==> config.mk <==
export PLATFORM = sky130hd
export DESIGN_NAME = pmvp_queue
export DESIGN_NICKNAME = d
export VERILOG_FILES = /design/src/rtl/pmvp_pkg.sv /design/src/rtl/pmvp_queue.sv
export SDC_FILE = /design/constraint.sdc
export NUM_CORES = 1
export LEC_CHECK = 0
export BUFFER_PORTS_ARGS = -buffer_cell sky130_fd_sc_hd__buf_2
export CAP_MARGIN = 20
export CORE_UTILIZATION = 61
export DETAILED_ROUTE_END_ITERATION = 16
export GPL_TIMING_DRIVEN = 0
export PLACE_DENSITY = 0.84
export SLEW_MARGIN = 15
export SYNTH_ARGS = -nofsm -noshare
export SYNTH_HDL_FRONTEND = slang
export SYNTH_SLANG_ARGS = --single-unit
==> constraint.sdc <==
create_clock -name clk -period 7.1 [get_ports clk]
set_input_delay 1.065 -clock clk [delete_from_list [all_inputs] [get_ports clk]]
set_output_delay 1.065 -clock clk [all_outputs]
set_load 0.05 [all_outputs]
==> src/rtl/pmvp_pkg.sv <==
// ----------------------------------------------------------------------------
// pmvp_pkg: shared definitions for the projection matrix-vector product
// Field widths, command and register codes, the queued item type, the
// back-end state type and the fixed-point rounding limits.
// ----------------------------------------------------------------------------
package pmvp_pkg;

    localparam int MAX_ROWS_DEFAULT = 8;
    localparam int MAX_COLS_DEFAULT = 16;

    localparam int ROW_W       = 3;
    localparam int COL_W       = 4;
    localparam int VALUE_W     = 32;
    localparam int ROWS_REG_W  = 4;
    localparam int COLS_REG_W  = 5;
    localparam int CFG_DATA_W  = 5;
    localparam int CFG_INDEX_W = 1;
    localparam int ACC_W       = 64;
    localparam int QUEUE_DEPTH = 4;

    localparam logic CMD_COEF = 1'b0;
    localparam logic CMD_ELEM = 1'b1;

    localparam logic [CFG_INDEX_W-1:0] REG_ROWS_IN_USE = 1'b0;
    localparam logic [CFG_INDEX_W-1:0] REG_COLS_IN_USE = 1'b1;

    typedef enum logic [1:0] {
        OP_WRITE,
        OP_ACC,
        OP_ACC_EMIT
    } op_t;

    typedef struct packed {
        op_t                       op;
        logic [ROW_W-1:0]          row;
        logic [COL_W-1:0]          col;
        logic signed [VALUE_W-1:0] value;
    } item_t;

    typedef enum logic [1:0] {
        BK_IDLE,
        BK_ISSUE,
        BK_DRAIN,
        BK_EMIT
    } back_state_t;

    // Row sums at or above SUM_HI, or below SUM_LO, clip after rounding.
    localparam logic signed [ACC_W-1:0] SUM_HI     = 64'sh0000_7FFF_FFFF_8000;
    localparam logic signed [ACC_W-1:0] SUM_LO     = 64'shFFFF_7FFF_FFFF_8000;
    localparam logic signed [ACC_W-1:0] ROUND_HALF = 64'sh0000_0000_0000_8000;
    localparam logic signed [VALUE_W-1:0] OUT_MAX  = 32'sh7FFF_FFFF;
    localparam logic signed [VALUE_W-1:0] OUT_MIN  = 32'sh8000_0000;
    localparam logic signed [ACC_W-1:0] ACC_MAX    = 64'sh7FFF_FFFF_FFFF_FFFF;
    localparam logic signed [ACC_W-1:0] ACC_MIN    = 64'sh8000_0000_0000_0000;

    function automatic logic signed [ACC_W-1:0] sat_add(
        input logic signed [ACC_W-1:0] a,
        input logic signed [ACC_W-1:0] b
    );
        logic signed [ACC_W:0] full;
        full = {a[ACC_W-1], a} + {b[ACC_W-1], b};
        if (full[ACC_W:ACC_W-1] == 2'b01)
        begin
            return ACC_MAX;
        end
        else if (full[ACC_W:ACC_W-1] == 2'b10)
        begin
            return ACC_MIN;
        end
        return full[ACC_W-1:0];
    endfunction

endpackage

==> src/rtl/pmvp_queue.sv <==
// ----------------------------------------------------------------------------
// pmvp_queue: operation queue between front and back
// A small first-in first-out buffer of classified operations.
// ----------------------------------------------------------------------------
module pmvp_queue (
    input  logic            clk,
    input  logic            rst_n,
    input  logic            push,
    input  pmvp_pkg::item_t push_item,
    input  logic            pop,
    output pmvp_pkg::item_t head_item,
    output logic            full,
    output logic            empty
);
    import pmvp_pkg::*;

    localparam int PTR_W = (QUEUE_DEPTH > 1) ? $clog2(QUEUE_DEPTH) : 1;
    localparam int CNT_W = $clog2(QUEUE_DEPTH + 1);

    item_t              slot_reg [QUEUE_DEPTH];
    logic [PTR_W-1:0]   wr_ptr_reg, wr_ptr_next;
    logic [PTR_W-1:0]   rd_ptr_reg, rd_ptr_next;
    logic [CNT_W-1:0]   count_reg, count_next;
    logic               do_push, do_pop;

    assign full    = (32'(count_reg) == QUEUE_DEPTH);
    assign empty   = (count_reg == '0);
    assign do_push = push && !full;
    assign do_pop  = pop && !empty;

    always_comb
    begin
        wr_ptr_next = wr_ptr_reg;
        rd_ptr_next = rd_ptr_reg;
        count_next  = count_reg;
        if (do_push)
        begin
            wr_ptr_next = (32'(wr_ptr_reg) == QUEUE_DEPTH - 1) ? '0 : wr_ptr_reg + PTR_W'(1);
        end
        if (do_pop)
        begin
            rd_ptr_next = (32'(rd_ptr_reg) == QUEUE_DEPTH - 1) ? '0 : rd_ptr_reg + PTR_W'(1);
        end
        if (do_push && !do_pop)
        begin
            count_next = count_reg + CNT_W'(1);
        end
        else if (do_pop && !do_push)
        begin
            count_next = count_reg - CNT_W'(1);
        end
    end

    always_ff @(posedge clk or negedge rst_n)
    begin
        if (!rst_n)
        begin
            wr_ptr_reg <= '0;
            rd_ptr_reg <= '0;
            count_reg  <= '0;
        end
        else
        begin
            wr_ptr_reg <= wr_ptr_next;
            rd_ptr_reg <= rd_ptr_next;
            count_reg  <= count_next;
        end
    end

    always_ff @(posedge clk)
    begin
        if (do_push)
        begin
            slot_reg[wr_ptr_reg] <= push_item;
        end
    end

    assign head_item = slot_reg[rd_ptr_reg];

endmodule

## Word-level counts from Yosys, hierarchy flattened

Memory sizes are Yosys's and may differ from the RTL's.
Index checks and enable logic that the tools add are counted.

| operators by class | value |
|---|---|
| add/subtract/negate cells | 4 |
| equality and inequality tests | 3 |
| muxes and demuxes | 6 |
| reduce and logical (&&, ||, !) cells | 10 |

Operators with widths:

| operator | count |
|---|---|
| $mux W3 | 2 |
| $add A2 B1 Y2 const B | 2 |
| $eq A2 B2 Y1 const B | 2 |
| $logic_and A1 B1 Y1 | 4 |
| $logic_not A1 Y1 | 4 |
| $mux W2 | 2 |
| $add A3 B1 Y3 const B | 1 |
| $eq A3 B3 Y1 const B | 1 |
| $logic_not A3 Y1 | 1 |
| $sub A3 B1 Y3 const B | 1 |
| $mux W1 | 2 |
| $reduce_bool A2 Y1 | 1 |

| storage, ports and cells | value |
|---|---|
| register bits | 7 |
| memory bits (writable) | 164 |
| logic and storage cells | 27 |
| memories | 1 |

Memories:

| name | depth | bits a word | read ports | clocked after Yosys merged registers in | write ports | line | RTL |
|---|---|---|---|---|---|---|---|
| slot_reg | 4 | 41 | 1 | 0 | 1 | pmvp_queue.sv:20 | `item_t slot_reg [QUEUE_DEPTH];` |

## Depth between registers and ports, before layout

| logic depth | value |
|---|---|
| word-level depth | 7 |
| depth in mapped cells | 8 |
| depth with buffers taken out | 8 |

## Worst setup path after synthesis

No wires, ideal clock.

| path | value |
|---|---|
| kind | input to register |
| start point | input port push |
| end point | memory slot_reg[3][0] in the netlist's numbering, enable pin |
| library setup time | 0.440 ns |
| arrival time | 2.849 ns |
| data required time | 6.660 ns |
| setup slack | 3.811 ns |
| cell stages on the path | 2 |
| path buffers | 0 |
| path through | nand2_1 > nor2_1 |

| on the way | value |
|---|---|
| cells in the longest elaborated chain, start to end | 3 |

Ends and longest elaborated chain:

| element | line | RTL |
|---|---|---|
| start, declared | pmvp_queue.sv:8 | `input logic push,` |
| $logic_and A1 B1 Y1 | pmvp_queue.sv:28 | `assign do_push = push && !full;` |
| $mux W1 | pmvp_queue.sv:72 | `if (do_push)` |
| $mux W1 (implied by the code) | pmvp_queue.sv:74 | `slot_reg[wr_ptr_reg] <= push_item;` |
| end, declared | pmvp_queue.sv:20 |  |

Every way passes these cells.

==> impl_metrics.json <==
{
  "run_status": "finished clean",
  "track_usage": 0.237,
  "via_count": 3005,
  "grt_pass1_wl_um": 18000,
  "seqPwrFrac": 0.367,
  "grt_pass1_vias": 3122,
  "setup.worst_path.class": "reg -> out",
  "combPwrFrac": 0.379,
  "vias_per_cell": 5.92,
  "numCtsBuffers": 17,
  "finalClockSkew_ps": 5.64,
  "max-cap-violations": 0,
  "antenna_cells": 0,
  "period_share": 0.451,
  "cts_sinks": 171,
  "gp_congestion": 0.619,
  "finalSetupViolCount": 0,
  "tightest_slew_ps": 682,
  "crit_path_start_kind": "flop",
  "syn_area_mm2": 0.00638,
  "endpoint_kind": "output pin",
  "tns_ps": 0,
  "finalNonFillerCells": 508,
  "fin_nets": 414,
  "antenna_found_initial": 0,
  "finalCriticalPeriod_ps": 3200,
  "synth_cell_type_count": 21,
  "min_path_type": "in -> async",
  "post_cts_resized": 0,
  "cts_buffer_depth": 2,
  "insertion_delay_ps": 530,
  "ctsHtreeMaxLevel": 4,
  "totalWireLength_um": 11800,
  "netSwitchingPower_mw": 1.43,
  "grt_overflow": 0,
  "clkPwrFrac": 0.254,
  "grt_max_degree": 27,
  "row_count": 36,
  "rsz0062_at_grt": "no",
  "pwr_density_cell_mw_per_mm2": 499,
  "ys_warn_count": 0,
  "drv_slew": 0,
  "fillers": 524,
  "start_util": 0.641,
  "place_inst": 476,
  "io-pin-count": 88,
  "die-area_mm2": 0.0109,
  "pre_cts_slack_ps": 4500,
  "avgRoutedWirePerCell_um": 23.2,
  "mappedNetlistNets": 304,
  "critPathArrivalTime_ps": 2140,
  "worstPathRequired_ps": 6030,
  "avgSynthCellArea_um2": 25.3,
  "root_buffer": "clkbuf_8",
  "seq_area_frac_synth": 0.799,
  "setup_slack_ps": 3900,
  "postCtsSetupBuffers": 0,
  "switching_share": 0.373,
  "ys_ff_latch": 171,
  "hold_violations": 0,
  "hpwlAfterDp_um": 6880,
  "io_buffers": 87,
  "remaining_drc_errors": 0,
  "cp_common_cell": "buf_2",
  "dr.pass1.iters": 5,
  "die_w_um": 104,
  "largest_reg_flops": 164,
  "p_leak_nw": 2.72,
  "chipHeight_um": 104,
  "antenna_left": 0,
  "max_stage_delay_ps": 400,
  "area_growth_pct": 20.8,
  "path_cells": "clkbuf_1, buf_2, mux4_2, buf_2",
  "layout-drive-gt1-share": 0.483,
  "cts_tree": "done",
  "drt_iter0_markers": 174,
  "maxSlewHeadroom": 0.544,
  "internal_power_mw": 2.41,
  "coreArea_mm2": 0.00995,
  "clkTransAtPathRegs_ps": 60,
  "holdBufCountCts": 0,
  "cp_slowest_cell": "mux4_2",
  "final_common_cell": "edfxtp_1",
  "cp_max_fo": 10,
  "synthCells": 252,
  "max_freq_mhz": 312,
  "irDropWorstVdd_v": 0.000379,
  "final_cell_mix": "edfxtp_1, buf_2, mux4_2"
}
## layout make-up
class / count / area [um^2] / share of cell area
Buffer: 10 / 80.1 / 0.0104
Clock buffer: 18 / 418 / 0.0542
Clock inverter: 14 / 219 / 0.0284
Inverter: 3 / 11.3 / 0.00146
Multi-Input combinational cell: 68 / 1200 / 0.156
Sequential cell: 171 / 5100 / 0.661
Tap cell: 133 / 166 / 0.0216
Timing Repair Buffer: 91 / 515 / 0.0668
## power by group through the flow
stage          Sequential, mW  Combinational (mW)  Clock [mW]
6_report                 1.41                1.46       0.978
5_1_grt                  1.43                1.53        1.03
4_1_cts                  1.41                1.48       0.990
3_5_place_dp             1.43                1.46           0
3_3_place_gp             1.42                1.41           0
2_1_floorplan            1.41                1.13           0
## per-stage QoR
stage	total power, mW	cell area, um^2	util	hold WS [ps]
2_1_floorplan	2.54	6380	-	501
3_3_place_gp	2.83	6990	0.702	524
3_5_place_dp	2.89	7080	0.711	537
4_1_cts	3.88	7710	0.775	345
5_1_grt	3.99	7710	0.775	355
6_report	3.85	7710	0.775	359
## routing by layer
| metal | track usage | vias to the layer above | share of wire |
|---|---|---|---|
| met1 | 0.307 | 1542 | 0.40 |
| li1 | - | 1289 | - |
| met4 | 0.0908 | 0 | 0.021 |
| met5 | 0 | - | 0 |
| met3 | 0.0595 | 25 | 0.065 |
| met2 | 0.389 | 149 | 0.51 |
## critical path, delay by kind of cell, from the launching register on
kind | cells | cell delay (ps)
buf+inv | 3 | 860
flops | 1 | 360
mux | 1 | 400
## synth_stat cells
cell        n  area [um^2]
dfrtp_1     7          175
xnor2_1     1         8.76
nand2_1     1         3.75
nor2b_4     1         13.8
nor3_1      2         10.0
buf_6       5         56.3
mux2_4      2         30.0
clkbuf_1    1         3.75
o31ai_2     1         12.5
buf_2       4         20.0
nor3b_4     1         18.8
fa_1        1         20.0
edfxtp_1  164         4920
nor2_1      3         11.3
ha_1        6         75.1
mux4_2     41          923
inv_1       3         11.3
and2_1      3         18.8
a21o_1      1         7.51
mux2_1      2         22.5
xor2_1      2         17.5
## path summary, 6_finish.rpt
check                              start             to  slack [ps]  cells past startpoint
setup reg to reg            count_reg[0]   count_reg[2]        4920                      7
min in group clk            count_reg[2]   count_reg[2]         540                      1
setup / recovery           rd_ptr_reg[1]  head_item[28]        3900                      4
hold / removal                     rst_n   count_reg[2]         360                      1
hold reg to reg             count_reg[2]   count_reg[2]         540                      1
max in group asynchronous          rst_n  rd_ptr_reg[0]        6580                      1
## cells by family (layout without fill, tap and decap cells)
kind of cell / Yosys count / after routing / share of synthesized area
adder cells (fa/ha/maj): 7 / 7 / 0.0149
AND/OR/NAND/NOR: 11 / 11 / 0.0120
flip-flops: 171 / 171 / 0.799
buffers and inverters: 13 / 136 / 0.0143
multiplexers: 45 / 45 / 0.153
AO/OA/AOI/OAI: 2 / 2 / 0.00314
XOR/XNOR: 3 / 3 / 0.00412
Note: power is estimated with default switching activity, not from simulation.
