[src/rtl/pmvp_pkg.sv]
// ----------------------------------------------------------------------------
// pmvp_pkg: shared definitions for the projection matrix-vector product
// Field widths, command and register codes, the queued item type, the
// back-end state type and the fixed-point rounding limits.
// ----------------------------------------------------------------------------
package pmvp_pkg;

    localparam int MAX_ROWS_DEFAULT = 8;
    localparam int MAX_COLS_DEFAULT = 16;

    localparam int ROW_W       = 3;
    localparam int COL_W       = 4;
    localparam int VALUE_W     = 32;
    localparam int ROWS_REG_W  = 4;
    localparam int COLS_REG_W  = 5;
    localparam int CFG_DATA_W  = 5;
    localparam int CFG_INDEX_W = 1;
    localparam int ACC_W       = 64;
    localparam int QUEUE_DEPTH = 4;

    localparam logic CMD_COEF = 1'b0;
    localparam logic CMD_ELEM = 1'b1;

    localparam logic [CFG_INDEX_W-1:0] REG_ROWS_IN_USE = 1'b0;
    localparam logic [CFG_INDEX_W-1:0] REG_COLS_IN_USE = 1'b1;

    typedef enum logic [1:0] {
        OP_WRITE,
        OP_ACC,
        OP_ACC_EMIT
    } op_t;

    typedef struct packed {
        op_t                       op;
        logic [ROW_W-1:0]          row;
        logic [COL_W-1:0]          col;
        logic signed [VALUE_W-1:0] value;
    } item_t;

    typedef enum logic [1:0] {
        BK_IDLE,
        BK_ISSUE,
        BK_DRAIN,
        BK_EMIT
    } back_state_t;

    // Row sums at or above SUM_HI, or below SUM_LO, clip after rounding.
    localparam logic signed [ACC_W-1:0] SUM_HI     = 64'sh0000_7FFF_FFFF_8000;
    localparam logic signed [ACC_W-1:0] SUM_LO     = 64'shFFFF_7FFF_FFFF_8000;
    localparam logic signed [ACC_W-1:0] ROUND_HALF = 64'sh0000_0000_0000_8000;
    localparam logic signed [VALUE_W-1:0] OUT_MAX  = 32'sh7FFF_FFFF;
    localparam logic signed [VALUE_W-1:0] OUT_MIN  = 32'sh8000_0000;
    localparam logic signed [ACC_W-1:0] ACC_MAX    = 64'sh7FFF_FFFF_FFFF_FFFF;
    localparam logic signed [ACC_W-1:0] ACC_MIN    = 64'sh8000_0000_0000_0000;

    function automatic logic signed [ACC_W-1:0] sat_add(
        input logic signed [ACC_W-1:0] a,
        input logic signed [ACC_W-1:0] b
    );
        logic signed [ACC_W:0] full;
        full = {a[ACC_W-1], a} + {b[ACC_W-1], b};
        if (full[ACC_W:ACC_W-1] == 2'b01)
        begin
            return ACC_MAX;
        end
        else if (full[ACC_W:ACC_W-1] == 2'b10)
        begin
            return ACC_MIN;
        end
        return full[ACC_W-1:0];
    endfunction

endpackage

[src/rtl/pmvp_in_if.sv]
// ----------------------------------------------------------------------------
// pmvp_in_if: input item channel
// Valid/ready channel carrying one coefficient write or one vector element.
// ----------------------------------------------------------------------------
interface pmvp_in_if;
    logic                                valid;
    logic                                ready;
    logic                                cmd;
    logic [pmvp_pkg::ROW_W-1:0]          row;
    logic [pmvp_pkg::COL_W-1:0]          col;
    logic signed [pmvp_pkg::VALUE_W-1:0] value;

    modport source (output valid, cmd, row, col, value, input ready);
    modport sink   (input valid, cmd, row, col, value, output ready);
endinterface

[src/rtl/pmvp_front.sv]
// ----------------------------------------------------------------------------
// pmvp_front: input acceptance and classification
// Holds the configuration registers, accepts input transfers and turns each
// into a queued operation, dropping items that fall outside the table or
// beyond the columns in use.
// ----------------------------------------------------------------------------
module pmvp_front #(
    parameter int MAX_ROWS = pmvp_pkg::MAX_ROWS_DEFAULT,
    parameter int MAX_COLS = pmvp_pkg::MAX_COLS_DEFAULT
) (
    input  logic                                 clk,
    input  logic                                 rst_n,
    input  logic                                 cfg_we,
    input  logic [pmvp_pkg::CFG_INDEX_W-1:0]     cfg_index,
    input  logic [pmvp_pkg::CFG_DATA_W-1:0]      cfg_data,
    pmvp_in_if.sink                              vec,
    input  logic                                 full,
    output logic                                 push,
    output pmvp_pkg::item_t                      push_item,
    output logic [pmvp_pkg::ROWS_REG_W-1:0]      rows_in_use
);
    import pmvp_pkg::*;

    localparam int ROWS_CAP = (MAX_ROWS > 15) ? 15 : MAX_ROWS;
    localparam int COLS_CAP = (MAX_COLS > 31) ? 31 : MAX_COLS;

    logic [ROWS_REG_W-1:0] rows_reg, rows_next;
    logic [COLS_REG_W-1:0] cols_reg, cols_next;
    logic [ROWS_REG_W-1:0] rows_wr;
    logic [COLS_REG_W-1:0] cols_wr;
    logic                  keep;

    always_ff @(posedge clk or negedge rst_n)
    begin
        if (!rst_n)
        begin
            rows_reg <= ROWS_REG_W'(1);
            cols_reg <= COLS_REG_W'(1);
        end
        else
        begin
            rows_reg <= rows_next;
            cols_reg <= cols_next;
        end
    end

    always_comb
    begin
        rows_wr = cfg_data[ROWS_REG_W-1:0];
        if (rows_wr == '0)
        begin
            rows_wr = ROWS_REG_W'(1);
        end
        else if (32'(rows_wr) > ROWS_CAP)
        begin
            rows_wr = ROWS_REG_W'(ROWS_CAP);
        end

        cols_wr = cfg_data[COLS_REG_W-1:0];
        if (cols_wr == '0)
        begin
            cols_wr = COLS_REG_W'(1);
        end
        else if (32'(cols_wr) > COLS_CAP)
        begin
            cols_wr = COLS_REG_W'(COLS_CAP);
        end

        rows_next = rows_reg;
        cols_next = cols_reg;
        if (cfg_we && cfg_index == REG_ROWS_IN_USE)
        begin
            rows_next = rows_wr;
        end
        if (cfg_we && cfg_index == REG_COLS_IN_USE)
        begin
            cols_next = cols_wr;
        end
    end

    always_comb
    begin
        push_item.row   = vec.row;
        push_item.col   = vec.col;
        push_item.value = vec.value;
        push_item.op    = OP_WRITE;
        keep            = 1'b0;
        unique case (vec.cmd)
            CMD_COEF:
            begin
                keep = (32'(vec.row) < MAX_ROWS) && (32'(vec.col) < MAX_COLS);
            end
            CMD_ELEM:
            begin
                keep = ({1'b0, vec.col} < cols_reg) && (32'(vec.col) < MAX_COLS);
                push_item.op = (COLS_REG_W'(vec.col) + COLS_REG_W'(1) == cols_reg)
                               ? OP_ACC_EMIT : OP_ACC;
            end
        endcase
    end

    assign vec.ready   = !full;
    assign push        = vec.valid && !full && keep;
    assign rows_in_use = rows_reg;

endmodule

[src/flat_wrapper.sv]
// flat-port wrapper written by rule: the top's interface ports become plain ports
module pmvp_front_flat import pmvp_pkg::*;
#(
    parameter int MAX_ROWS = pmvp_pkg::MAX_ROWS_DEFAULT,
    parameter int MAX_COLS = pmvp_pkg::MAX_COLS_DEFAULT
)
  (clk, rst_n, cfg_we, cfg_index, cfg_data, full, push, push_item, rows_in_use, vec_valid, vec_cmd, vec_row, vec_col, vec_value, vec_ready);
  pmvp_in_if vec_i ();
  input  logic clk;
  input  logic rst_n;
  input  logic cfg_we;
  input  logic [pmvp_pkg::CFG_INDEX_W-1:0] cfg_index;
  input  logic [pmvp_pkg::CFG_DATA_W-1:0] cfg_data;
  input  logic full;
  output logic push;
  output pmvp_pkg::item_t push_item;
  output logic [pmvp_pkg::ROWS_REG_W-1:0] rows_in_use;
  input wire logic [$bits(vec_i.valid)-1:0] vec_valid;
  input wire logic [$bits(vec_i.cmd)-1:0] vec_cmd;
  input wire logic [$bits(vec_i.row)-1:0] vec_row;
  input wire logic [$bits(vec_i.col)-1:0] vec_col;
  input wire logic [$bits(vec_i.value)-1:0] vec_value;
  output wire logic [$bits(vec_i.ready)-1:0] vec_ready;
  assign vec_i.valid = vec_valid;
  assign vec_i.cmd = vec_cmd;
  assign vec_i.row = vec_row;
  assign vec_i.col = vec_col;
  assign vec_i.value = vec_value;
  assign vec_ready = vec_i.ready;
  pmvp_front #(.MAX_ROWS(MAX_ROWS), .MAX_COLS(MAX_COLS)) u_core (.clk(clk), .rst_n(rst_n), .cfg_we(cfg_we), .cfg_index(cfg_index), .cfg_data(cfg_data), .vec(vec_i), .full(full), .push(push), .push_item(push_item), .rows_in_use(rows_in_use));
endmodule
[config.mk]
export PLATFORM = sky130hd
export DESIGN_NAME = pmvp_front_flat
export DESIGN_NICKNAME = d
export VERILOG_FILES = /design/src/rtl/pmvp_pkg.sv /design/src/rtl/pmvp_in_if.sv /design/src/rtl/pmvp_front.sv /design/src/flat_wrapper.sv
export SDC_FILE = /design/constraint.sdc
export NUM_CORES = 1
export LEC_CHECK = 0
export BUFFER_PORTS_ARGS = -buffer_cell sky130_fd_sc_hd__buf_4
export CAP_MARGIN = 15
export CORE_UTILIZATION = 31
export DETAILED_ROUTE_END_ITERATION = 10
export GPL_TIMING_DRIVEN = 1
export PLACE_DENSITY = 0.77
export SKIP_CTS_REPAIR_TIMING = 1
export SYNTH_ARGS = -nofsm -noshare
export SYNTH_HDL_FRONTEND = slang
export SYNTH_SLANG_ARGS = --single-unit
[constraint.sdc]
create_clock -name clk -period 1.1 [get_ports clk]
set_input_delay 0.055 -clock clk [delete_from_list [all_inputs] [get_ports clk]]
set_output_delay 0.055 -clock clk [all_outputs]
set_load 0.05 [all_outputs]
* After elaboration in Yosys (flattened, before gate mapping)
Index checks and enable logic that the tools add are counted.
** Storage, ports and cells
- Register bits after elaboration :: 9
- Bits of input ports :: 51
** Cells by class
- Add/sub/neg operators :: 1
- Bitwise logic cells :: 2
- Mux-type cells :: 7
- $lt $le $gt $ge :: 3
- Eq/ne operators :: 1
- Reductions and logical operators :: 7
** Operators with widths (count)
- $mux 5 :: 2
- $mux 4 :: 2
- $add 4x1->5 const B :: 1
- $eq 5x5->1 :: 1
- $gt 5x5->1 const B :: 1
- $logic_not 5->1 :: 1
- $lt 4x5->1 :: 1
- $gt 4x4->1 const B :: 1
- $logic_and 1x1->1 :: 4
- $logic_not 4->1 :: 1
- $mux 2 :: 2
- $not 1->1 :: 2
- $pmux 1 s2 :: 1
- $logic_not 1->1 :: 1

* Logic depth before layout (Yosys ltp)
Gate-level depths: netlist (run 1).
- Depth in word-level cells :: 4
- Gate-level depth with buffers :: 6
- Depth with buffers taken out :: 6

* Worst setup path before layout (run 1)
Ideal clock, no wire load.
- Path type :: reg2out
- Start point :: register u_core.cols_reg[1]
- End point :: output push
- Data arrival time :: 1.788 ns
- Cell stages (with the launch flop) :: 7
- Data required time :: 1.045 ns
- Path slack :: -0.743 ns
- Cells stage by stage :: dfrtp_1 inv_1 ha_1 nor2b_1 o21ai_0 nand2b_1 a31oi_1
** Between the ends
- Longest elaborated chain between the ends :: 3
** RTL lines
- from (decl) :: line pmvp_front.sv:28 : logic [COLS_REG_W-1:0] cols_reg, cols_next;
- from (signal assigned) :: line pmvp_front.sv:43 : cols_reg <= cols_next;
- $lt 4x5->1 :: line pmvp_front.sv:95 : keep = ({1'b0, vec.col} < cols_reg) && (32'(vec.col) < MAX_COLS);
- $pmux 1 s2 :: line pmvp_front.sv:88 : unique case (vec.cmd)
- $logic_and 1x1->1 :: line pmvp_front.sv:103 : assign push = vec.valid && !full && keep;
- to (decl) :: line flat_wrapper.sv:15 : output logic push;
No other way between the ends.

==> results by group, run 1 <==
Outcome
  • Status: finished, violations left
  • Failing checks: negative hold slack, negative setup slack

Pwr
  • Pwr Total: 0.00112 W
  • Pwr Density: 1120 nW/um2
  • Maximum vdd drop: 0.776 mV
  • LEAKAGE: roughly 0.48 nW

Timing
  • FMAX: approximately 0.6 GHz
  • Unrepaired setup endpoints after global routing: yes
  • Fin crit share: 147%
  • Max Transition Viols Final: 0
  • Final worst setup slack: -0.521 ns
  • Clk_skew: 0 ns
  • Worst hold slack: -0.00505 ns
  • Final min period: between 1.5 and 2 ns
  • Worst Max-Slew Pin Slew: between 0.2 and 0.25 ns
  • Setup Viol. Count Final: 3
  • Slew headroom: between 80% and 90%
  • Fin. Hold Viols: 1

Worst setup path
  • Crit end category: primary output
  • Critical Path RT: approximately 1.0 ns
  • CP peak stage delay: ~0.55 ns
  • Largest delay share family, worst path: flip-flops
  • Worst path bufs/invs: 1
  • Critical path class: reg2out
  • Crit-path cells: ha_4 > nor2_1 > nand4_1 > and2_4 > buf_6
  • CP Launch Type: flop
  • Crit path max fanout: 2
  • Crit-path slowest cell: dfstp_2
  • Worst EP arrival: roughly 1.6 ns

Route
  • First-pass DRT Iterations: 2
  • Via Count: 650
  • Drt initial violations: 3
  • Final WL: about 1600 um
  • Wire length per cell: 11.1 um
  • Drt via density: 4.64
  • Post-route DRC violation count: 0
  • Routed Antenna Nets: 0

Floorplan
  • Die H: between 50 and 60 um
  • Width of the die: 55.7 um
  • Core footprint: around 2700 um2
  • FP Rows: 19
  • Top Ports: 98
  • Full die area: between 3000 and 4000 um2
  • Starting density of the core: between 30% and 40%

Cells and area
  • Multi-input gate area: 393 um2
  • Layout fillers: 280
  • Fin nets: 166
  • Share of cells above drive strength 1: 43.1%
  • Synth-to-Final Area Change: 12.0%
  • Largest register FFs: 5
  • FF/Latch Area: between 200 and 250 um2
  • Ant diodes: 0

CTS
  • Clock latency on the worst-skew pair: between 0.2 and 0.3 ns
  • Num Clock Sinks: 9
  • Reg clk slew, reported paths: around 0.060 ns
  • Clk root buf: clkbuf_4
  • CTS tree: built
  • Maximum root-to-sink buffer count: 2
  • H-tree depth: 1
  • CTS buffer count: 3

GRT
  • First-pass GRT wire length: 2650 um
  • Grt ovf: 0
  • Initial antenna violation count: 0
  • Vias in the first global route: slightly above 600
  • GRT Total Usage: a little over a tenth
  • Largest net degree at the start of global routing: 10

Hold path
  • HP Class: in2reg

Yosys
  • Post-synth top cells: buf_4, nand2_1, nand2b_1
  • Top cell type's share of synthesized area: between 30% and 40%
  • Synth area leader: buf_4
  • Yosys warns: 0
  • Register area share after synthesis: 25.5%
  • Synthesized instance count: about 110
  • Syn avg cell area: around 8.3 um2
  • Main area contributors after synthesis: buf_4, dfrtp_1, ha_1
  • Ys async rst share: 100%
  • Syn Nets: around 160
  • Synth cell types: 23
  • Most used DFF post-synth: dfrtp_1
  • EDFF count, synth: 0
  • Synthesized area: ~890 um2
  • Most frequent cell after synthesis: buf_4
  • Synth Register Bits: 9

Placement
  • Buffers on Ports: 27
  • DPL Wire Length: between 1000 and 1500 um
  • DP Worst Slack: -0.308 ns
  • Final RePlAce weighted congestion: around 0.75

Run
  • Max-cap violations: 0
stage by stage:
stage / hold WS [ns] / utilization (%) / std cells / TNS, ns / cell area, um2
floorplan: -0.241 / - / 108 / -0.628 / 932
global placement: -0.120 / 33.9 / 133 / -0.797 / 926
detailed placement: -0.114 / 33.9 / 133 / -0.858 / 926
CTS: -0.396 / 34.8 / 137 / -1.71 / 952
global route: 0.00187 / 36.7 / 140 / -1.78 / 1000
finish: -0.00505 / 36.7 / 140 / -1.50 / 1000
per-layer routing:
| metal | track usage [%] | vias to the layer above | share of wire, % |
|---|---|---|---|
| li1 | - | 313 | - |
| met1 | 11.5 | 270 | 37 |
| met2 | 17.6 | 49 | 45 |
| met3 | 3.02 | 18 | 12 |
| met4 | 8.57 | 0 | 5.7 |
| met5 | 0 | - | 0 |
cell usage in the layout (no fill, tap or decap), drive strengths merged, types with 4 or more instances in the layout:
cell type / n
ha: 5
clkbuf: 4
nand2b: 9
nand2: 9
dfrtp: 7
o21ai: 6
inv: 7
buf: 34
nor2: 5
area by class of cell:
type	count	area share (%)
clock buffers	4	2.62
inverters	7	2.62
multi-input cells	53	39.2
flip-flops and latches	9	22.7
well taps	31	3.87
repair buffers	36	29.0
final timing paths:
check | startpoint | to | slack, ns | cells past startpoint
max | u_core.cols_reg[0] | push_item[39] | -0.52 | 5
min | cfg_data[3] | u_core.rows_in_use[0] | -0.005 | 2
max reg2reg | u_core.cols_reg[0] | u_core.cols_reg[0] | 0.26 | 3
min reg2reg | u_core.rows_in_use[0] | u_core.rows_in_use[0] | 0.47 | 2
max in group asynchronous | rst_n | u_core.rows_in_use[0] | 0.74 | 2
min in group asynchronous | rst_n | u_core.cols_reg[3] | 0.15 | 2
cell families after synthesis:
kind of cell	share of synthesized area (%)
buf+inv	35.7
simple gates	17.6
compound gates	8.81
flops	25.5
fa+ha+maj	6.99
xor+xnor	2.94
mux	2.52
power by group:
group	switching [W]	total [W]	leakage [nW]	internal, W
Combinational	0.000256	0.000467	0.353	0.000211
Sequential	0.0000305	0.000407	0.110	0.000376
Clock	0.000104	0.000244	0.0150	0.000139
Total	0.000391	0.00112	0.478	0.000727
(Power assumes the default switching activity.)
==> inputs of run 2 (changes only) <==
Settings changed: ABC_AREA from default to 1, PLACE_DENSITY 0.77 to 0.76.
==> results by group, run 2 <==
Timing
  • Clk_skew: 0 ns (unchanged)
  • Setup Viol. Count Final: 3 (unchanged)
  • Final worst setup slack: -0.606 ns (was -0.521 ns)
  • Final min period: 1.71 ns (was 1.62 ns)
  • Fin crit share: 155% (was 147%)
  • Worst Max-Slew Pin Slew: 0.174 ns (was 0.224 ns)
  • Slew headroom: 88.3% (was 85.1%)
  • Unrepaired setup endpoints after global routing: yes (unchanged)
  • Fin. Hold Viols: 0 (was 1)
  • Max Transition Viols Final: 0 (unchanged)
  • Worst hold slack: 0.0650 ns (was -0.00505 ns)
  • FMAX: 0.586 GHz (was 0.617 GHz)

Cells and area
  • Final std cells w/o fill: 162 (was 140)
  • Fin nets: 188 (was 166)
  • Share of cells above drive strength 1: 42.7% (was 43.1%)
  • Most common cell after layout, fill and taps aside: buf_4 (unchanged)
  • Ant diodes: 0 (unchanged)
  • Largest register FFs: 5 (unchanged)
  • Synth-to-Final Area Change: 14.7% (was 12.0%)
  • Most frequent cells in the layout: buf_4, inv_1, nand2_1, dfrtp_1 (was buf_4, nand2_1, nand2b_1, inv_1, dfrtp_1)
  • Layout fillers: 286 (was 280)

Yosys
  • Most frequent cell after synthesis: buf_4 (unchanged)
  • Synthesized instance count: 129 (was 108)
  • Ys async rst share: 100% (unchanged)
  • Synth Register Bits: 9 (unchanged)
  • Top cell type's share of synthesized area: 31.9% (was 32.7%)
  • Main area contributors after synthesis: buf_4, dfrtp_1, inv_1 (was buf_4, dfrtp_1, ha_1)
  • Synth cell types: 16 (was 23)
  • Yosys warns: 0 (unchanged)
  • Syn avg cell area: 7.12 um2 (was 8.28 um2)
  • EDFF count, synth: 0 (unchanged)
  • Synthesized area: 918 um2 (was 895 um2)
  • Synth area leader: buf_4 (unchanged)
  • Register area share after synthesis: 24.8% (was 25.5%)
  • Most used DFF post-synth: dfrtp_1 (unchanged)
  • Post-synth top cells: buf_4, inv_1, nand2_1 (was buf_4, nand2_1, nand2b_1)
  • Syn Nets: 185 (was 164)

Worst setup path
  • Setup crit end: push_item[40] (was push_item[39])
  • Critical Path Source: u_core.cols_reg[0] (unchanged)
  • Critical Path RT: 1.04 ns (about the same)
  • Crit-path slowest cell: dfstp_2 (unchanged)
  • Critical path class: reg2out (unchanged)
  • FF-to-FF End: u_core.cols_reg[2] (was u_core.cols_reg[0])
  • WP depth: 7 (was 5)
  • Crit end category: primary output (unchanged)
  • R2r setup slk: 0.31 ns (was 0.26 ns)
  • Worst reg2reg startpoint: u_core.cols_reg[2] (was u_core.cols_reg[0])
  • Crit path max fanout: 2 (unchanged)
  • CP Launch Type: flop (unchanged)
  • Crit-path cells: ha_4 > inv_2 > nand3_2 > nor2_2 > nand2_2 > nor3_4 > buf_6 (was ha_4 > nor2_1 > nand4_1 > and2_4 > buf_6)
  • CP peak stage delay: 0.56 ns (was 0.55 ns)
  • Worst path bufs/invs: 2 (was 1)
  • Reg2Reg Depth: 3 (unchanged)
  • Largest delay share family, worst path: flip-flops (unchanged)
  • Worst EP arrival: 1.65 ns (was 1.57 ns)

Pwr
  • LEAKAGE: 0.583 nW (was 0.478 nW)
  • Maximum vdd drop: 0.739 mV (was 0.776 mV)
  • Pwr Density: 1090 nW/um2 (was 1120 nW/um2)

CTS
  • CTS tree: built (unchanged)
  • H-tree depth: 1 (unchanged)
  • CTS buffer count: 3 (unchanged)
  • Clk root buf: clkbuf_4 (unchanged)
  • Clock latency on the worst-skew pair: 0.26 ns (was 0.25 ns)
  • Num Clock Sinks: 9 (unchanged)
  • Reg clk slew, reported paths: 0.07 ns (was 0.06 ns)
  • Maximum root-to-sink buffer count: 2 (unchanged)

Route
  • Wire length per cell: 9.50 um (was 11.1 um)
  • Final WL: 1540 um (was 1550 um)
  • Via Count: 706 (was 650)
  • M1 WL: 743 um (was 574 um)
  • Routed Antenna Nets: 0 (unchanged)
  • DR top layer: met4 (unchanged)
  • Drt initial violations: 19 (was 3)
  • Met2 wire length: 669 um (was 702 um)
  • Drt via density: 4.36 (was 4.64)
  • First-pass DRT Iterations: 4 (was 2)
  • Post-route DRC violation count: 0 (unchanged)
  • Met3 wire length: 121 um (was 189 um)

Outcome
  • Status: finished, violations left (unchanged)
  • Failing checks: negative setup slack (was negative hold slack, negative setup slack)

Placement
  • Cell count after placement: 156 (was 133)
  • Buffers on Ports: 27 (unchanged)
  • Final RePlAce weighted congestion: 0.739 (was 0.753)
  • DPL Wire Length: 1290 um (was 1340 um)

Floorplan
  • Full die area: 3180 um2 (was 3100 um2)
  • Core footprint: 2780 um2 (was 2730 um2)
  • FP Rows: 19 (unchanged)
  • Top Ports: 98 (unchanged)
  • Width of the die: 56.4 um (was 55.7 um)
  • Die H: 56.4 um (was 55.7 um)
  • Starting density of the core: 33.0% (was 32.7%)

GRT
  • First-pass GRT wire length: 2460 um (was 2650 um)
  • Initial antenna violation count: 0 (unchanged)
  • Largest net degree at the start of global routing: 10 (unchanged)
  • Vias in the first global route: 625 (was 617)
  • Grt ovf: 0 (unchanged)
  • GRT Total Usage: 9.80% (was 10.7%)

Hold path
  • HP Class: in2reg (unchanged)
  • Hold wc startpoint: cfg_data[4] (was cfg_data[3])

Run
  • Max-cap violations: 0 (unchanged)
[run 2: cell types whose count changed after synthesis, sizes merged, moves of 3 or more]
cell,previous run,this run
inv,7,25
nand2,9,21
nand2b,9,0
nand3,2,7
nor2,5,8
o22ai,0,3
[run 2: worst min-delay path by stage]
stage / to / slack, ns / cells past startpoint
after floorplan: u_core.cols_reg[1] / -0.24 / 0
after global placement: u_core.rows_in_use[1] / -0.12 / 1
after detailed placement: u_core.rows_in_use[1] / -0.12 / 1
after CTS: u_core.rows_in_use[1] / -0.41 / 1
after global routing: u_core.cols_reg[4] / 0.08 / 3
final: u_core.cols_reg[4] / 0.07 / 3
[run 2: report_power, final]
part / total [W] / internal [W] / switching (W)
registers: 0.000401 / 0.000375 / 0.0000256
clock network: 0.000252 / 0.000134 / 0.000118
logic: 0.000497 / 0.000204 / 0.000293
total: 0.00115 / 0.000713 / 0.000437
[run 2: cell families (layout without fill, tap and decap cells)]
kind of cell / after synthesis / after routing / synth area share [%]
buffers and inverters: 64 / 66 / 42.1
and+or+nand+nor: 39 / 39 / 18.7
DFF: 9 / 9 / 24.8
AOI/OAI and AO/OA: 12 / 12 / 7.63
adders and majority gates: 5 / 5 / 6.81
[run 2: per-layer routing]
metal  global-route usage, %  up-vias
li1                        -      364
met2                    15.3       29
met3                    2.30        2
met5                       0        -
met4                    5.92        0
met1                    12.2      311
[run 2: final cells by class]
class / instances / area (um2) / area share, %
clock inverters: 1 / 5.00 / 0.475
flip-flops and latches: 9 / 228 / 21.6
multi-input cells: 56 / 374 / 35.5
well taps: 31 / 38.8 / 3.68
repair buffers: 37 / 292 / 27.7
clock buffers: 3 / 22.5 / 2.14
inverters: 25 / 93.8 / 8.91
[run 2: worst register-to-register path, cell delays in order, from the launching register on]
cell     delay, ns
dfrtp_1       0.37
inv_2         0.06
buf_4         0.13
o22ai_1       0.15
[run 2: metrics by stage]
step | setup TNS [ns] | worst slack, ns | util (%) | power [W] | cell area (um2)
finish | -1.74 | -0.606 | 37.9 | 0.00115 | 1050
global route | -1.98 | -0.709 | 37.9 | 0.00122 | 1050
CTS | -2.01 | -0.718 | 35.7 | 0.00112 | 992
detailed placement | -1.11 | -0.420 | 34.7 | 0.000865 | 965
global placement | -1.05 | -0.388 | 34.7 | 0.000857 | 965
floorplan | -0.915 | -0.371 | - | 0.00104 | 956
==> inputs of run 3 (changes only) <==
Settings changed: CORE_UTILIZATION 31 to 35, PLACE_DENSITY 0.76 to 0.81.
Clock period 1.1 ns to 1.75 ns, I/O delays scaled along.
==> results by group, run 3 (synthesis gave the netlist of run 2 again) <==
Worst setup path
  • Largest delay share family, worst path: flip-flops (unchanged)
  • Worst EP arrival: 1.67 ns (was 1.65 ns)
  • Crit-path cells: ha_4 > inv_2 > nand3_2 > nor2_2 > nand2_2 > nor3_2 > buf_6 (was ha_4 > inv_2 > nand3_2 > nor2_2 > nand2_2 > nor3_4 > buf_6)
  • FF-to-FF End: u_core.cols_reg[0] (was u_core.cols_reg[2])
  • WP depth: 7 (unchanged)
  • Crit-path slowest cell: dfstp_2 (unchanged)
  • Worst reg2reg startpoint: u_core.cols_reg[0] (was u_core.cols_reg[2])
  • Worst path bufs/invs: 2 (unchanged)
  • Reg2Reg Depth: 2 (was 3)
  • Critical Path Source: u_core.cols_reg[0] (unchanged)
  • Crit path max fanout: 2 (unchanged)
  • Crit end category: primary output (unchanged)
  • CP peak stage delay: 0.56 ns (about the same)
  • Critical Path RT: 1.66 ns (was 1.04 ns)
  • R2r setup slk: 0.99 ns (was 0.31 ns)
  • Critical path class: reg2out (unchanged)
  • CP Launch Type: flop (unchanged)

GRT
  • Met3 Use GR: 2.87% (was 2.30%)
  • Met2 Track Usage GR: 20.2% (was 15.3%)
  • First-pass GRT wire length: 2270 um (was 2460 um)
  • Vias in the first global route: 633 (was 625)
  • Initial antenna violation count: 0 (unchanged)
  • Grt ovf: 0 (unchanged)
  • GRT Total Usage: 11.1% (was 9.80%)
  • Largest net degree at the start of global routing: 10 (unchanged)
  • Met1 usage: 11.6% (was 12.2%)
  • Grt peak-use layer: met2 (unchanged)

Route
  • Final WL: 1650 um (was 1540 um)
  • Drt via density: 4.56 (was 4.36)
  • Wire length per cell: 10.8 um (was 9.50 um)
  • Routed Antenna Nets: 0 (unchanged)
  • Post-route DRC violation count: 0 (unchanged)
  • First-pass DRT Iterations: 3 (was 4)
  • Via Count: 697 (was 706)
  • Drt initial violations: 11 (was 19)

Cells and area
  • FF/Latch Area: 228 um2 (unchanged)
  • Ant diodes: 0 (unchanged)
  • Share of cells above drive strength 1: 35.8% (was 42.7%)
  • Multi-input gate area: 343 um2 (was 374 um2)
  • Fin nets: 180 (was 188)
  • Final core area utilization: 38.7% (was 37.9%)
  • Synth-to-Final Area Change: 4.50% (was 14.7%)
  • Largest register FFs: 5 (unchanged)
  • Layout fillers: 279 (was 286)
  • Most common cell after layout, fill and taps aside: buf_4 (unchanged)
  • Most frequent cells in the layout: buf_4, inv_1, nand2_1, nor2_1, dfrtp_1 (was buf_4, inv_1, nand2_1, dfrtp_1)

Floorplan
  • Width of the die: 53.2 um (was 56.4 um)
  • Core footprint: 2480 um2 (was 2780 um2)
  • Starting density of the core: 37.1% (was 33.0%)
  • Die H: 53.2 um (was 56.4 um)
  • Top Ports: 98 (unchanged)
  • Full die area: 2830 um2 (was 3180 um2)
  • FP Rows: 18 (was 19)

Timing
  • Fin crit share: 100%
  • Clk_skew: 0 ns (unchanged)
  • Slew headroom: 88.7% (was 88.3%)
  • Setup TNS: -0.00851 ns (was -1.74 ns)
  • Final min period: approximately 1.8 ns
  • FMAX: roughly 0.57 GHz
  • Worst Max-Slew Pin Slew: 0.168 ns (was 0.174 ns)
  • Setup Viol. Count Final: 1 (was 3)
  • Fin. Hold Viols: 0 (unchanged)
  • Final worst setup slack: -0.00851 ns (was -0.606 ns)
  • Unrepaired setup endpoints after global routing: yes (unchanged)
  • Max Transition Viols Final: 0 (unchanged)

Outcome
  • Failing checks: negative setup slack (unchanged)
  • Status: finished, violations left (unchanged)

Pwr
  • P_int: 0.000430 W (was 0.000713 W)
  • Clk pwr share: 22.5% (was 21.9%)
  • LEAKAGE: 0.537 nW (was 0.583 nW)
  • Comb pwr share: 40.8% (was 43.2%)
  • Switch Pwr: 0.000259 W (was 0.000437 W)
  • Maximum vdd drop: 0.545 mV (was 0.739 mV)
  • Switching portion of total power: 37.5% (was 38.0%)
  • Sequential Power Share: 36.7% (was 34.8%)
  • Pwr Density: 718 nW/um2 (was 1090 nW/um2)

CTS
  • CTS buffer count: 3 (unchanged)
  • CTS tree: built (unchanged)
  • H-tree depth: 1 (unchanged)
  • Maximum root-to-sink buffer count: 2 (unchanged)
  • Num Clock Sinks: 9 (unchanged)
  • Reg clk slew, reported paths: 0.06 ns (was 0.07 ns)
  • Clk root buf: clkbuf_4 (unchanged)
  • Clock latency on the worst-skew pair: 0.25 ns (was 0.26 ns)

Placement
  • DPL Wire Length: 1230 um (was 1290 um)
  • Buffers on Ports: 27 (unchanged)
  • Final RePlAce weighted congestion: 0.771 (was 0.739)

Hold path
  • Hold worst-path end: u_core.cols_reg[4] (unchanged)
  • Hold path cells: 3 (unchanged)
  • HP Class: in2reg (unchanged)
  • Hold wc startpoint: cfg_data[4] (unchanged)

Run
  • Max-cap violations: 0 (unchanged)
==> run 3: changes by cell type in the layout (fill, tap and decap cells not counted) <==
| cell | change |
|---|---|
| a21oi_2 | +1 |
| a21oi_4 | -1 |
| buf_4 | -8 |
| clkbuf_1 | +1 |
| clkinv_2 | -1 |
| nand2_1 | +1 |
| nand2_2 | -1 |
| nor2_1 | +2 |
| nor2_4 | -2 |
| nor3_2 | +1 |
| nor3_4 | -1 |
==> run 3: worst reg2reg max path, delay by kind of cell (launching register included) <==
family	cells	cell delay, ns
AO/OA/AOI/OAI	1	0.07
AND/OR/NAND/NOR	1	0.05
flip-flops	1	0.56
==> run 3: layout make-up <==
| cell class | count | area share (%) |
|---|---|---|
| Clock buffer | 4 | 2.74 |
| Inverter | 25 | 9.78 |
| Multi-Input combinational cell | 56 | 35.7 |
| Sequential cell | 9 | 23.7 |
| Tap cell | 30 | 3.91 |
| Timing Repair Buffer | 29 | 24.1 |
==> run 3: routing by layer <==
metal	vias up	share of wire, %	wire length, um
met5	-	0	0
met2	34	48	801
met4	0	3.8	62
met1	308	40	663
met3	8	7.6	125
li1	347	-	-
==> run 3: worst max path at each step <==
stage | endpoint | slack (ns)
after detailed placement | push_item[40] | 0.27
final | push_item[40] | -0.009
after CTS | push_item[40] | -0.02
after floorplan | push_item[40] | 0.05
after global placement | push | 0.30
after global routing | push_item[40] | -0.08
==> run 3: power by group through the flow <==
stage,clock network [W],logic [W],registers (W)
4_1_cts,0.000163,0.000255,0.000250
6_report,0.000155,0.000281,0.000253
5_1_grt,0.000171,0.000309,0.000255
2_1_floorplan,0,0.000351,0.000288
3_3_place_gp,0,0.000248,0.000252
3_5_place_dp,0,0.000254,0.000253
==> run 3: per-stage QoR <==
stage / hold WS (ns) / power, W / std cells / cell area, um2 / worst slack, ns
after floorplan: -0.208 / 0.000639 / 129 / 922 / 0.0526
after CTS: -0.359 / 0.000668 / 151 / 896 / -0.0211
after global routing: 0.141 / 0.000736 / 153 / 960 / -0.0772
final: 0.112 / 0.000689 / 153 / 960 / -0.00851
after detailed placement: -0.0794 / 0.000507 / 147 / 870 / 0.268
after global placement: -0.0853 / 0.000500 / 147 / 870 / 0.300
